--- config.mk ---
export PLATFORM = sky130hd
export DESIGN_NAME = particle_fade_queue
export DESIGN_NICKNAME = d
export VERILOG_FILES = /design/src/rtl/pfq_pkg.sv /design/src/rtl/pfq_ctrl.sv /design/src/rtl/pfq_datapath.sv /design/src/rtl/particle_fade_queue.sv
export SDC_FILE = /design/constraint.sdc
export NUM_CORES = 2
export LEC_CHECK = 0
export BUFFER_PORTS_ARGS = -buffer_cell sky130_fd_sc_hd__buf_2
export CORE_ASPECT_RATIO = 0.7
export CORE_UTILIZATION = 65
export DETAILED_ROUTE_END_ITERATION = 10
export GPL_ROUTABILITY_DRIVEN = 1
export PLACE_DENSITY = 0.88
export SYNTH_ARGS = -nofsm -noshare
export SYNTH_HDL_FRONTEND = slang
export SYNTH_HIERARCHICAL = 1
export SYNTH_SLANG_ARGS = --single-unit
--- constraint.sdc ---
create_clock -name i_clk -period 14.69 [get_ports i_clk]
set_clock_uncertainty 0.05 [all_clocks]
set_input_delay 1.469 -clock i_clk [delete_from_list [all_inputs] [get_ports i_clk]]
set_output_delay 1.469 -clock i_clk [all_outputs]
set_load 0.01 [all_outputs]
--- src/rtl/pfq_pkg.sv ---
package pfq_pkg;

    // command codes of the input channel
    localparam int CMD_W = 2;
    localparam logic [CMD_W-1:0] CMD_ADD  = 2'd0;
    localparam logic [CMD_W-1:0] CMD_TICK = 2'd1;
    localparam logic [CMD_W-1:0] CMD_DRAW = 2'd2;

    // configuration register indexes
    localparam int CFG_IDX_W  = 3;
    localparam int CFG_DATA_W = 16;
    localparam logic [CFG_IDX_W-1:0] CFG_LIFETIME = 3'd0;
    localparam logic [CFG_IDX_W-1:0] CFG_RED      = 3'd1;
    localparam logic [CFG_IDX_W-1:0] CFG_GREEN    = 3'd2;
    localparam logic [CFG_IDX_W-1:0] CFG_BLUE     = 3'd3;
    localparam logic [CFG_IDX_W-1:0] CFG_WIDTH    = 3'd4;
    localparam logic [CFG_IDX_W-1:0] CFG_HEIGHT   = 3'd5;

    // field widths
    localparam int POS_W   = 19;
    localparam int VTX_W   = 20;
    localparam int LIFE_W  = 18;
    localparam int SIZE_W  = 11;
    localparam int COLOR_W = 8;
    localparam int TIME_W  = 16;

    // lowest lifetime a particle can hold
    localparam logic signed [LIFE_W:0] LIFE_FLOOR = -19'sd131072;

    // controller to datapath commands
    typedef struct packed {
        logic accept;     // input transfer: latch delta time, clear walk index
        logic add;        // append a particle unless full
        logic pop;        // drop the front particle
        logic walk_step;  // age one particle, advance index
        logic load;       // fetch particle at index, set up divider
        logic div_step;   // one quotient bit
        logic emit;       // load one vertex into the output register
    } t_dp_cmd;

    // datapath to controller status
    typedef struct packed {
        logic count_zero;
        logic front_expired;
        logic walk_done;
        logic div_last;
        logic out_free;
        logic corner_last;
        logic part_last;
    } t_dp_status;

endpackage

--- src/rtl/pfq_ctrl.sv ---
module pfq_ctrl (
    input  logic                         i_clk,
    input  logic                         i_rst_n,
    input  logic                         i_valid,
    input  logic [pfq_pkg::CMD_W-1:0]    i_command,
    output logic                         o_stall,
    input  pfq_pkg::t_dp_status          i_status,
    output pfq_pkg::t_dp_cmd             o_cmd
);

    typedef enum logic [5:0] {
        S_IDLE = 6'b000001,
        S_POP  = 6'b000010,
        S_WALK = 6'b000100,
        S_LOAD = 6'b001000,
        S_DIV  = 6'b010000,
        S_EMIT = 6'b100000
    } t_state;

    t_state r_state;
    t_state n_state;

    // next state and commands
    always_comb begin
        n_state = r_state;
        o_cmd   = '0;
        unique case (r_state)
            S_IDLE: begin
                if (i_valid) begin
                    o_cmd.accept = 1'b1;
                    unique case (i_command)
                        pfq_pkg::CMD_ADD:  o_cmd.add = 1'b1;
                        pfq_pkg::CMD_TICK: n_state = S_POP;
                        pfq_pkg::CMD_DRAW: begin
                            if (!i_status.count_zero) n_state = S_LOAD;
                        end
                        default: ;
                    endcase
                end
            end
            S_POP: begin
                if (i_status.front_expired) o_cmd.pop = 1'b1;
                else n_state = S_WALK;
            end
            S_WALK: begin
                if (i_status.walk_done) n_state = S_IDLE;
                else o_cmd.walk_step = 1'b1;
            end
            S_LOAD: begin
                o_cmd.load = 1'b1;
                n_state    = S_DIV;
            end
            S_DIV: begin
                o_cmd.div_step = 1'b1;
                if (i_status.div_last) n_state = S_EMIT;
            end
            S_EMIT: begin
                if (i_status.out_free) begin
                    o_cmd.emit = 1'b1;
                    if (i_status.corner_last) begin
                        n_state = i_status.part_last ? S_IDLE : S_LOAD;
                    end
                end
            end
            default: n_state = S_IDLE;
        endcase
    end

    // state register
    always_ff @(posedge i_clk) begin
        if (!i_rst_n) begin
            r_state <= S_IDLE;
        end else begin
            r_state <= n_state;
        end
    end

    assign o_stall = (r_state != S_IDLE);

endmodule

--- src/rtl/pfq_datapath.sv ---
module pfq_datapath #(
    parameter int QUEUE_DEPTH = 16
) (
    input  logic                                   i_clk,
    input  logic                                   i_rst_n,
    input  logic                                   i_cfg_we,
    input  logic [pfq_pkg::CFG_IDX_W-1:0]          i_cfg_index,
    input  logic [pfq_pkg::CFG_DATA_W-1:0]         i_cfg_data,
    input  logic signed [pfq_pkg::POS_W-1:0]       i_pos_x,
    input  logic signed [pfq_pkg::POS_W-1:0]       i_pos_y,
    input  logic [pfq_pkg::TIME_W-1:0]             i_delta_time,
    input  pfq_pkg::t_dp_cmd                       i_cmd,
    output pfq_pkg::t_dp_status                    o_status,
    input  logic                                   i_stall,
    output logic                                   o_valid,
    output logic signed [pfq_pkg::VTX_W-1:0]       o_vertex_x,
    output logic signed [pfq_pkg::VTX_W-1:0]       o_vertex_y,
    output logic [pfq_pkg::SIZE_W-1:0]             o_tex_u,
    output logic [pfq_pkg::SIZE_W-1:0]             o_tex_v,
    output logic [pfq_pkg::COLOR_W-1:0]            o_out_red,
    output logic [pfq_pkg::COLOR_W-1:0]            o_out_green,
    output logic [pfq_pkg::COLOR_W-1:0]            o_out_blue,
    output logic [pfq_pkg::COLOR_W-1:0]            o_out_alpha,
    output logic                                   o_last_vertex
);

    localparam int IW = (QUEUE_DEPTH > 1) ? $clog2(QUEUE_DEPTH) : 1;
    localparam int CW = $clog2(QUEUE_DEPTH + 1);
    localparam logic [CW:0]   DEPTH_EXT = (CW + 1)'(QUEUE_DEPTH);
    localparam logic [CW-1:0] DEPTH_CNT = CW'(QUEUE_DEPTH);
    localparam int LW  = pfq_pkg::LIFE_W;
    localparam int PW  = pfq_pkg::POS_W;
    localparam int VW  = pfq_pkg::VTX_W;
    localparam int SW  = pfq_pkg::SIZE_W;
    localparam int CLW = pfq_pkg::COLOR_W;
    localparam int TW  = pfq_pkg::TIME_W;
    // remainder holds 255 * positive life (life below 2^(LW-1))
    localparam int RW  = LW - 1 + 8;

    // ring position of an offset from a base slot
    function automatic logic [IW-1:0] f_slot(input logic [IW-1:0] base,
                                             input logic [CW-1:0] off);
        logic [CW:0] sum;
        sum = (CW + 1)'(base) + (CW + 1)'(off);
        if (sum >= DEPTH_EXT) sum = sum - DEPTH_EXT;
        return sum[IW-1:0];
    endfunction

    // configuration registers
    logic [TW-1:0]  r_lifetime;
    logic [CLW-1:0] r_red;
    logic [CLW-1:0] r_green;
    logic [CLW-1:0] r_blue;
    logic [SW-1:0]  r_width;
    logic [SW-1:0]  r_height;

    always_ff @(posedge i_clk) begin
        if (!i_rst_n) begin
            r_lifetime <= TW'(1000);
            r_red      <= 8'd255;
            r_green    <= 8'd255;
            r_blue     <= 8'd255;
            r_width    <= SW'(16);
            r_height   <= SW'(16);
        end else if (i_cfg_we) begin
            unique case (i_cfg_index)
                pfq_pkg::CFG_LIFETIME: r_lifetime <= i_cfg_data[TW-1:0];
                pfq_pkg::CFG_RED:      r_red      <= i_cfg_data[CLW-1:0];
                pfq_pkg::CFG_GREEN:    r_green    <= i_cfg_data[CLW-1:0];
                pfq_pkg::CFG_BLUE:     r_blue     <= i_cfg_data[CLW-1:0];
                pfq_pkg::CFG_WIDTH:    r_width    <= i_cfg_data[SW-1:0];
                pfq_pkg::CFG_HEIGHT:   r_height   <= i_cfg_data[SW-1:0];
                default: ;
            endcase
        end
    end

    // particle slots
    logic signed [PW-1:0] r_slot_x     [QUEUE_DEPTH];
    logic signed [PW-1:0] r_slot_y     [QUEUE_DEPTH];
    logic signed [LW-1:0] r_slot_life  [QUEUE_DEPTH];
    logic [3*CLW-1:0]     r_slot_color [QUEUE_DEPTH];

    // queue control
    logic [IW-1:0] r_head;
    logic [CW-1:0] r_count;
    logic [CW-1:0] r_idx;
    logic [1:0]    r_corner;
    logic [2:0]    r_div_k;
    logic          r_valid;

    logic [IW-1:0]        rd_slot;
    logic [IW-1:0]        wr_slot;
    logic [IW-1:0]        head_next;
    logic signed [LW-1:0] rd_life;
    logic                 add_ok;
    logic signed [LW:0]   aged;
    logic signed [LW:0]   aged_clamped;
    logic [CW:0]          idx_inc;

    assign rd_slot   = f_slot(r_head, r_idx);
    assign wr_slot   = f_slot(r_head, r_count);
    assign head_next = f_slot(r_head, CW'(1));
    assign rd_life   = r_slot_life[rd_slot];
    assign add_ok    = i_cmd.add && (r_count < DEPTH_CNT);
    assign idx_inc   = (CW + 1)'(r_idx) + (CW + 1)'(1);

    // aging with floor clamp
    logic [TW-1:0] r_dt;
    always_comb begin
        aged = {rd_life[LW-1], rd_life} - (LW + 1)'(r_dt);
        aged_clamped = (aged < pfq_pkg::LIFE_FLOOR) ? pfq_pkg::LIFE_FLOOR : aged;
    end

    // slot writes
    always_ff @(posedge i_clk) begin
        if (add_ok) begin
            r_slot_x[wr_slot]     <= i_pos_x;
            r_slot_y[wr_slot]     <= i_pos_y;
            r_slot_color[wr_slot] <= {r_red, r_green, r_blue};
        end
        if (add_ok) begin
            r_slot_life[wr_slot] <= LW'(r_lifetime);
        end else if (i_cmd.walk_step) begin
            r_slot_life[rd_slot] <= aged_clamped[LW-1:0];
        end
    end

    // head, count, index, corner and divider step counter
    always_ff @(posedge i_clk) begin
        if (!i_rst_n) begin
            r_head   <= '0;
            r_count  <= '0;
            r_idx    <= '0;
            r_corner <= '0;
            r_div_k  <= '0;
        end else begin
            if (add_ok) r_count <= r_count + CW'(1);
            if (i_cmd.pop) begin
                r_head  <= head_next;
                r_count <= r_count - CW'(1);
            end
            if (i_cmd.accept) r_idx <= '0;
            if (i_cmd.walk_step) r_idx <= idx_inc[CW-1:0];
            if (i_cmd.load) begin
                r_corner <= '0;
                r_div_k  <= 3'd7;
            end
            if (i_cmd.div_step) r_div_k <= r_div_k - 3'd1;
            if (i_cmd.emit) begin
                r_corner <= r_corner + 2'd1;
                if (r_corner == 2'd3) r_idx <= idx_inc[CW-1:0];
            end
        end
    end

    always_ff @(posedge i_clk) begin
        if (i_cmd.accept) r_dt <= i_delta_time;
    end

    // particle latch and alpha divider
    logic signed [PW-1:0] r_px;
    logic signed [PW-1:0] r_py;
    logic [3*CLW-1:0]     r_pcolor;
    logic                 r_live;
    logic                 r_sat;
    logic [RW-1:0]        r_rem;
    logic [RW-1:0]        r_dsh;
    logic [7:0]           r_quo;
    logic [RW-1:0]        scaled;

    assign scaled = {rd_life[LW-2:0], 8'b0} - RW'(rd_life[LW-2:0]);

    always_ff @(posedge i_clk) begin
        if (i_cmd.load) begin
            r_px     <= r_slot_x[rd_slot];
            r_py     <= r_slot_y[rd_slot];
            r_pcolor <= r_slot_color[rd_slot];
            r_live   <= (rd_life > 0);
            r_sat    <= (scaled >= RW'({r_lifetime, 8'b0}));
            r_rem    <= scaled;
            r_dsh    <= RW'({r_lifetime, 7'b0});
            r_quo    <= '0;
        end else if (i_cmd.div_step) begin
            if (r_rem >= r_dsh) begin
                r_rem <= r_rem - r_dsh;
                r_quo <= {r_quo[6:0], 1'b1};
            end else begin
                r_quo <= {r_quo[6:0], 1'b0};
            end
            r_dsh <= r_dsh >> 1;
        end
    end

    // vertex corner select
    logic signed [VW-1:0] half_w;
    logic signed [VW-1:0] half_h;
    logic signed [VW-1:0] ext_x;
    logic signed [VW-1:0] ext_y;
    logic                 right;
    logic                 bottom;
    logic [CLW-1:0]       alpha;

    assign half_w = VW'({r_width, 3'b0});
    assign half_h = VW'({r_height, 3'b0});
    assign ext_x  = VW'(r_px);
    assign ext_y  = VW'(r_py);
    assign right  = (r_corner == 2'd1) || (r_corner == 2'd2);
    assign bottom = r_corner[1];
    assign alpha  = !r_live ? 8'd0 : (r_sat ? 8'd255 : r_quo);

    // output register
    always_ff @(posedge i_clk) begin
        if (!i_rst_n) begin
            r_valid <= 1'b0;
        end else if (i_cmd.emit) begin
            r_valid <= 1'b1;
        end else if (!i_stall) begin
            r_valid <= 1'b0;
        end
    end

    always_ff @(posedge i_clk) begin
        if (i_cmd.emit) begin
            o_vertex_x    <= right ? (ext_x + half_w) : (ext_x - half_w);
            o_vertex_y    <= bottom ? (ext_y + half_h) : (ext_y - half_h);
            o_tex_u       <= right ? r_width : '0;
            o_tex_v       <= bottom ? r_height : '0;
            o_out_red     <= r_pcolor[3*CLW-1:2*CLW];
            o_out_green   <= r_pcolor[2*CLW-1:CLW];
            o_out_blue    <= r_pcolor[CLW-1:0];
            o_out_alpha   <= alpha;
            o_last_vertex <= (r_corner == 2'd3) && (idx_inc == (CW + 1)'(r_count));
        end
    end

    assign o_valid = r_valid;

    // status to controller
    always_comb begin
        o_status.count_zero    = (r_count == '0);
        o_status.front_expired = (r_count != '0) && (rd_life <= 0);
        o_status.walk_done     = (r_idx == r_count);
        o_status.div_last      = (r_div_k == 3'd0);
        o_status.out_free      = !r_valid || !i_stall;
        o_status.corner_last   = (r_corner == 2'd3);
        o_status.part_last     = (idx_inc == (CW + 1)'(r_count));
    end

endmodule

--- src/rtl/particle_fade_queue.sv ---
// Particle queue with lifetime fade. Holds up to QUEUE_DEPTH particles in
// arrival order. An add transfer drops the particle when the queue is full.
// A tick accepts the transfer, pops each expired particle from the front,
// finds the first live particle, takes one aging step per particle left and
// then finds the end of the walk. The slot store is walked one entry a cycle
// through its single read address.
// A draw accepts the transfer, then for each particle fetches it, runs the
// bit-serial alpha divider (one quotient bit a cycle) and makes four vertex
// transfers, which wait while the output is stalled. The output register
// lets the next command be accepted while the final vertex still waits.
// Configuration writes are meant for idle time.
module particle_fade_queue #(
    parameter int QUEUE_DEPTH = 16
) (
    input  logic                                   i_clk,
    input  logic                                   i_rst_n,
    input  logic                                   i_cfg_we,
    input  logic [pfq_pkg::CFG_IDX_W-1:0]          i_cfg_index,
    input  logic [pfq_pkg::CFG_DATA_W-1:0]         i_cfg_data,
    input  logic                                   i_valid,
    output logic                                   o_stall,
    input  logic [pfq_pkg::CMD_W-1:0]              i_command,
    input  logic signed [pfq_pkg::POS_W-1:0]       i_pos_x,
    input  logic signed [pfq_pkg::POS_W-1:0]       i_pos_y,
    input  logic [pfq_pkg::TIME_W-1:0]             i_delta_time,
    output logic                                   o_valid,
    input  logic                                   i_stall,
    output logic signed [pfq_pkg::VTX_W-1:0]       o_vertex_x,
    output logic signed [pfq_pkg::VTX_W-1:0]       o_vertex_y,
    output logic [pfq_pkg::SIZE_W-1:0]             o_tex_u,
    output logic [pfq_pkg::SIZE_W-1:0]             o_tex_v,
    output logic [pfq_pkg::COLOR_W-1:0]            o_out_red,
    output logic [pfq_pkg::COLOR_W-1:0]            o_out_green,
    output logic [pfq_pkg::COLOR_W-1:0]            o_out_blue,
    output logic [pfq_pkg::COLOR_W-1:0]            o_out_alpha,
    output logic                                   o_last_vertex
);

    pfq_pkg::t_dp_cmd    dp_cmd;
    pfq_pkg::t_dp_status dp_status;

    // sequencer
    pfq_ctrl u_ctrl (
        .i_clk     (i_clk),
        .i_rst_n   (i_rst_n),
        .i_valid   (i_valid),
        .i_command (i_command),
        .o_stall   (o_stall),
        .i_status  (dp_status),
        .o_cmd     (dp_cmd)
    );

    // slots, divider and output register
    pfq_datapath #(
        .QUEUE_DEPTH (QUEUE_DEPTH)
    ) u_datapath (
        .i_clk         (i_clk),
        .i_rst_n       (i_rst_n),
        .i_cfg_we      (i_cfg_we),
        .i_cfg_index   (i_cfg_index),
        .i_cfg_data    (i_cfg_data),
        .i_pos_x       (i_pos_x),
        .i_pos_y       (i_pos_y),
        .i_delta_time  (i_delta_time),
        .i_cmd         (dp_cmd),
        .o_status      (dp_status),
        .i_stall       (i_stall),
        .o_valid       (o_valid),
        .o_vertex_x    (o_vertex_x),
        .o_vertex_y    (o_vertex_y),
        .o_tex_u       (o_tex_u),
        .o_tex_v       (o_tex_v),
        .o_out_red     (o_out_red),
        .o_out_green   (o_out_green),
        .o_out_blue    (o_out_blue),
        .o_out_alpha   (o_out_alpha),
        .o_last_vertex (o_last_vertex)
    );

endmodule
# --- Word level (Yosys, flattened, before mapping) ---
# Memories as Yosys holds them, arrays and structs flattened. A register that Yosys moved wholly into a read port is not among the register bits.
# Index checks and enable logic that the tools add are counted.
totals:
  reg_bits: 257
  mem_bits_rw: 1280
  out_inout_bits: 97
  elab_cells: 167
  memories: 4
memory_table:
  columns: ["name", "words", "word_bits", "read_ports", "rd_clocked_by_memory_dff", "wr", "line", "text"]
  rows:
  - ["u_datapath.r_slot_color", 16, 24, 1, 1, 1, "pfq_datapath.sv:82", "logic [3*CLW-1:0] r_slot_color [QUEUE_DEPTH];"]
  - ["u_datapath.r_slot_x", 16, 19, 1, 1, 1, "pfq_datapath.sv:79", "logic signed [PW-1:0] r_slot_x [QUEUE_DEPTH];"]
  - ["u_datapath.r_slot_y", 16, 19, 1, 1, 1, "pfq_datapath.sv:80", "logic signed [PW-1:0] r_slot_y [QUEUE_DEPTH];"]
  - ["u_datapath.r_slot_life", 16, 18, 1, 0, 1, "pfq_datapath.sv:81", "logic signed [LW-1:0] r_slot_life [QUEUE_DEPTH];"]
classes:
  addsub: 18
  magnitude_cmp: 9
  n_eq_ne: 28
  muxes: 54
  reduce_logical: 25
ops:
  columns: ["op", "n"]
  rows:
  - ["25-bit two-way mux", 3]
  - ["23-bit two-way mux", 2]
  - ["6-bit two-way mux", 7]
  - ["19-bit by 15-bit adder with 20-bit output", 2]
  - ["20-bit two-way mux", 2]
  - ["19-bit by 15-bit subtractor with 20-bit output", 2]
  - ["18-bit two-way mux", 2]
  - ["6-bit one-hot mux with 6 select lines", 1]
  - ["5-bit two-way mux", 6]
  - ["25-bit by 23-bit greater-or-equal comparator with 1-bit output", 1]
  - ["25-bit by 24-bit greater-or-equal comparator with 1-bit output", 1]
  - ["25-bit by 17-bit subtractor with 25-bit output", 1]
  - ["25-bit by 23-bit subtractor with 25-bit output", 1]
  - ["4-bit two-way mux", 5]
  - ["19-bit by 18-bit < comparator with 1-bit output (second input constant)", 1]
  - ["18-bit by 17-bit subtractor with 19-bit output", 1]
  - ["18-bit by 1-bit > comparator with 1-bit output (second input constant)", 1]
  - ["18-bit by 1-bit less-or-equal comparator with 1-bit output (second input constant)", 1]
  - ["1-bit two-way mux", 18]
  - ["18-bit OR reduction", 1]
  - ["2-bit AND reduction", 7]
  - ["4-bit by 5-bit adder with 6-bit output", 2]
  - ["6-bit by 5-bit greater-or-equal comparator with 1-bit output (second input constant)", 2]
  - ["2-bit != test (second input constant)", 6]
  - ["38 further kinds", 58]

# --- Depth between registers and ports, before layout ---
depth:
  ltp_word: 9
  ltp_mapped: 32
  depth_no_buf: 24

# --- Modules after synthesis ---
# Netlist, hierarchy kept.
modules_own_cells:
  columns: ["module", "n_inst", "cells_each", "area_per_inst_um2", "seq_area_each_um2"]
  rows:
  - ["pfq_datapath", 1, 3935, 65881.9, 46864.9]
  - ["pfq_ctrl", 1, 55, 441.7, 120.1]

# --- Least setup slack after synthesis ---
# No wires, ideal clock.
synth_path:
  kind: "reg2reg"
  startpoint: "reg u_datapath.r_idx[0]"
  endpoint: "reg u_datapath.r_sat (data pin)"
  arrival_ns: 6.875
  setup_slack_ns: 7.502
  stages_incl_launch_ff: 32
  n_path_buf: 7
  synth_period_minus_slack_ns: 7.188
  path_cell_list: "dfxtp_1 > ha_1 > fa_1 > buf_2 > buf_2 > buf_2 > buf_2 > buf_2 > clkbuf_1 > clkbuf_1 > mux4_2 > nand2_1 > nand2_1 > o21a_1 > ha_1 > a21o_1 > a21o_1 > a21oi_1 > o21ai_0 > nor3_1 > a211oi_1 > or3_1 > xnor2_1 > ha_1 > a21o_1 > a21oi_1 > nor2b_1 > o21ai_0 > nand2b_1 > a21oi_1 > a21boi_0 > a2111o_1"
synth_between:
  elab_chain_cells: 6
  word_cells_on_any_way: 7
  classes_between: "add/sub (3); order compare (2); mux (1); memory (1)"
synth_rtl:
  columns: ["element", "line", "text"]
  rows:
  - ["start: declaration", "pfq_datapath.sv:87", "logic [CW-1:0] r_idx;"]
  - ["start signal: assignment", "pfq_datapath.sv:144", "if (i_cmd.walk_step) r_idx <= idx_inc[CW-1:0];"]
  - ["start signal: assignment", "pfq_datapath.sv:152", "if (r_corner == 2'd3) r_idx <= idx_inc[CW-1:0];"]
  - ["4-bit by 5-bit adder with 6-bit output *", "pfq_datapath.sv:44", "sum = (CW + 1)'(base) + (CW + 1)'(off);"]
  - ["6-bit by 5-bit greater-or-equal comparator with 1-bit output or 4-bit by 1-bit subtractor with 4-bit output (tied branches)", "pfq_datapath.sv:45", "if (sum >= DEPTH_EXT) sum = sum - DEPTH_EXT;"]
  - ["4-bit two-way mux *", "pfq_datapath.sv:45", null]
  - ["memory read 16 x 18 bit *", null, null]
  - ["25-bit by 17-bit subtractor with 25-bit output *", "pfq_datapath.sv:172", "assign scaled = {rd_life[LW-2:0], 8'b0} - RW'(rd_life[LW-2:0]);"]
  - ["25-bit by 24-bit greater-or-equal comparator with 1-bit output *", "pfq_datapath.sv:180", "r_sat <= (scaled >= RW'({r_lifetime, 8'b0}));"]
  - ["end signal: assignment", "pfq_datapath.sv:180", null]
  - ["end: declaration", "pfq_datapath.sv:166", "logic r_sat;"]
# Mark *: on every way between the ends. The rest lies on a longest branch, timed or not.
# A chain may end at the register's enable or synchronous reset.

# --- Worst setup path after layout ---
layout_path:
  startpoint: "reg u_datapath.r_idx[0]"
  endpoint: "mem u_datapath/r_slot_life[12][5] (netlist name) (data pin)"
layout_between:
  elab_chain_cells: 8
  word_cells_on_any_way: 16
  classes_between: "add/sub (3); order compare (2); eq/ne (1); mux (8); reduce/logical (1); memory (1)"
layout_rtl:
  columns: ["element", "line"]
  rows:
  - ["4-bit by 5-bit adder with 6-bit output or 5-bit == test (tied branches)", "pfq_datapath.sv:44, pfq_datapath.sv:243"]
  - ["6-bit by 5-bit greater-or-equal comparator with 1-bit output, or another cell as far along", "pfq_datapath.sv:45"]
  - ["4-bit two-way mux or 1-bit two-way mux (tied branches)", "pfq_datapath.sv:45, pfq_ctrl.sv:27"]
  - ["memory read 16 x 18 bit or 1-bit two-way mux (tied branches)", null]
  - ["18-bit by 17-bit subtractor with 19-bit output or 1-bit two-way mux (tied branches)", "pfq_datapath.sv:111, pfq_datapath.sv:122"]
  - ["19-bit by 18-bit < comparator with 1-bit output or 1-bit two-way mux (tied branches)", "pfq_datapath.sv:112, pfq_datapath.sv:125"]
  - ["18-bit two-way mux or 18-bit OR reduction (tied branches)", null]
  - ["18-bit two-way mux (no line) *", null]
  - ["end: declaration", "pfq_datapath.sv:81"]
# Marked as above.

==> run summary <==
Vias/cell - 7.16
Mapped Nets - 4190
antenna violations before repair - 17
Root Driver - clkbuf_16
Synthesis Warnings - 6
setup ws final - 6.16 ns
Hold Vio Cnt, Final - 0
DIE HEIGHT - 269 um
Top FF cell, synth - edfxtp_1
most common cell after layout, fill and taps aside - edfxtp_1
Post-synth EDFFs - 1496
critical path's slowest cell - buf_4
Post-DP HPWL - 98900 um
TritonCTS clock tree - built
Final TNS setup - 0 ns
post_cts resized - 0
Placeable Area - 101000 um^2
crit-path leading delay family - compound AO/OA/AOI/OAI gates
most frequent cells in the layout - edfxtp_1, nand2_1, mux4_2, buf_2, clkbuf_16
via count - 40400
Final ANT Viol Nets - 0
dominant cells by area after synthesis - edfxtp_1, mux4_2, dfxtp_1
DRT Pass-1 Iters - 9
post-synthesis register bit count - 1599
chip width - 384 um
CP Cell Sequence - ha_4 -> buf_4 -> buf_4 -> mux4_2 -> nand2_1 -> and3_1 -> a31oi_1 -> inv_1 -> ha_1 -> fa_1 -> nor2b_1 -> o21ai_0 -> a21boi_0 -> o41a_1 -> a21oi_1 -> a31oi_1 -> nor3_1 -> a21oi_2 -> a22o_1
Final nets - 4390
wirelength, routed - 183000 um
Max Root-Sink Buffers - 3
status - completed
clock latency on the worst-skew pair - 0.79 ns
# clock sinks - 1599
global-route wire length before repair - 266000 um
post-synth top area cell - edfxtp_1
gpl congestion - 0.928
Worst setup SP type - flop
cell area after synthesis - 66300 um^2
DRC - 0
post-synth cell types - 73
cells after synthesis - 3990
GRT overflow - 0
overall routing resource usage - 35.7%
worst slew pin tran - 1.33 ns
initial cell density of the core - 65.9%
element type at the critical path end - flop
Clock Pin Slew Worst Setup and Hold Paths - 0.06 ns
I/O pins - 177
RSZ-0062 raised after global routing - no
Hold WC Path Type - flop to flop
Power Density - 122 nW/um^2
standby leakage power - 24.2 nW
slowest cell delay on critical path - 0.95 ns
drt initial violations - 6351
layout cells sized above 1 - 19.5%
Num CTS Buffers - 142
Post-CTS Setup Inserts - 0
async set-reset flop share out of synthesis - 0%
# rows - 97
worst-path maximum fanout - 60
pin count of the biggest net entering global routing - 114
Port Buffers - 176
Wirelength per Cell - 32.4 um
min cycle time layout - 8.53 ns
FMAX - 117 MHz
Final setup viols - 0
register area share after synthesis - 70.8%
Arr. time, crit path - 8.96 ns
post-place setup slack - 6.44 ns
critical path class - flop to flop
Req. time, crit path - 15.12 ns
final worst-path cycle share - 58.0%
die area - 103000 um^2
vias in the first global route - 40000
Max VDD drop - 0.000115 V
Yosys top cell area share - 67.7%
final core utilization - 72.9%
headroom to the max-slew limit - 11.2%
Max Slew Vio Count - 0
syn_area_per_cell - 16.6 um^2
H-tree Lvls - 4
Post-CTS Hold Buffers - 0
buffer and inverter count on the worst path - 3
area delta synth->final - 10.6%
MaxCap Viol Count - 0
==> power breakdown <==
part	total (mW)	switching (mW)	internal, mW
Sequential	5.00	0.0259	4.98
Clock	3.71	1.71	2.00
Combinational	0.257	0.174	0.0831
==> cells by family (layout without fill, tap and decap cells) <==
| group | after synthesis | in the layout | share of synthesized area (%) |
|---|---|---|---|
| AO/OA/AOI/OAI | 449 | 449 | 4.43 |
| AND/OR/NAND/NOR | 1037 | 1037 | 7.13 |
| XOR/XNOR | 120 | 120 | 1.58 |
| multiplexers | 375 | 375 | 11.9 |
| other | 0 | 10 | 0 |
| buffers and inverters | 290 | 605 | 1.82 |
| flip-flops | 1599 | 1599 | 70.8 |
| adder cells (fa/ha/maj) | 120 | 120 | 2.34 |
==> worst register-to-register path, stage by stage (launching register included) <==
cell and delay [ns]:
dfxtp_1 0.42, ha_4 0.81, buf_4 0.87, buf_4 0.96
mux4_2 0.45, nand2_1 0.08, and3_1 0.24, a31oi_1 0.38
inv_1 0.17, ha_1 0.26, fa_1 0.41, nor2b_1 0.17
o21ai_0 0.12, a21boi_0 0.31, o41a_1 0.31, a21oi_1 0.14
a31oi_1 0.40, nor3_1 0.14, a21oi_2 0.87, a22o_1 0.70
==> worst paths after layout <==
check | endpoint | slack, ns | cells after the start | from
worst max-delay path | u_datapath/r_slot_life[12][5]$_DFFE_PP_ | 6.16 | 19 | u_datapath/r_idx[0]$_SDFF_PN0_
worst min-delay path | u_datapath/o_out_green[2]$_DFFE_PP_ | 0.37 | 0 | u_datapath/r_pcolor[10]$_DFFE_PP_
worst max register to register | u_datapath/r_slot_life[12][5]$_DFFE_PP_ | 6.16 | 19 | u_datapath/r_idx[0]$_SDFF_PN0_
worst min register to register | u_datapath/o_out_green[2]$_DFFE_PP_ | 0.37 | 0 | u_datapath/r_pcolor[10]$_DFFE_PP_
==> per-layer routing <==
layer / part of all wire, % / up-vias / global-route usage (%)
met5: 0.061 / - / 0
met4: 6.0 / 16 / 19.6
met3: 14 / 843 / 9.68
met2: 46 / 3776 / 53.7
met1: 34 / 19900 / 47.9
li1: - / 15900 / -
==> metrics by stage <==
step	hold WS (ns)	power [mW]	std cells	cell area [um^2]
after global routing	0.371	9.16	5649	73300
after floorplan	0.350	5.23	3990	66300
after CTS	0.366	8.97	5641	73300
after global placement	0.353	5.33	5382	68800
final	0.368	8.97	5651	73300
after detailed placement	0.355	5.34	5382	68800
==> area by class of cell <==
class                      instances  area, um^2
fill                            5401       27300
clock buffer                     186        3830
inverter                         106         403
clock inverter                    73         674
multi-input combinational       2101       18400
sequential                      1599       47000
antenna                           10        25.0
tap                             1336        1670
timing repair buffer             240        1370
==> cell usage after synthesis, types with 4 or more instances <==
master / number
o21ai_0: 71
a211oi_1: 12
mux4_1: 9
edfxtp_1: 1496
o311a_1: 4
a21boi_0: 42
and3_1: 80
o211ai_1: 9
mux4_2: 315
o21bai_1: 9
mux2_2: 13
inv_1: 106
dfxtp_1: 103
nand4_1: 16
o31a_1: 9
nor4_1: 6
and4_1: 4
a31o_2: 4
nor2b_1: 23
nand3b_1: 4
nor2_1: 167
a21o_1: 32
a22o_1: 14
clkbuf_1: 118
xor2_1: 47
nor3_1: 54
fa_1: 7
o31ai_1: 6
o22ai_1: 6
nor3b_1: 4
a31oi_1: 97
mux2i_1: 36
and2_1: 36
nand2b_1: 19
nand3_1: 70
xnor2_1: 73
or3_1: 10
buf_2: 49
ha_1: 113
or2_2: 10
buf_1: 9
o21a_1: 19
nand2_1: 515
a21oi_1: 92
==> registers in the layout, indices dropped and copies added, names as in the netlist, 11 cells and up <==
signal and cells:
u_datapath/r_dsh 23, u_datapath/r_width 11, u_datapath/r_slot_x 304, u_datapath/r_slot_y 304
u_datapath/r_slot_life 288, u_datapath/r_lifetime 16, u_datapath/r_pcolor 24, u_datapath/r_px 19
u_datapath/r_rem 25, u_datapath/r_dt 16, u_datapath/r_slot_color 384, u_datapath/r_height 11
u_datapath/o_tex_u 11, u_datapath/o_vertex_x 20, u_datapath/o_tex_v 11, u_datapath/r_py 19
u_datapath/o_vertex_y 20
Power figures use the tool's default switching activity.
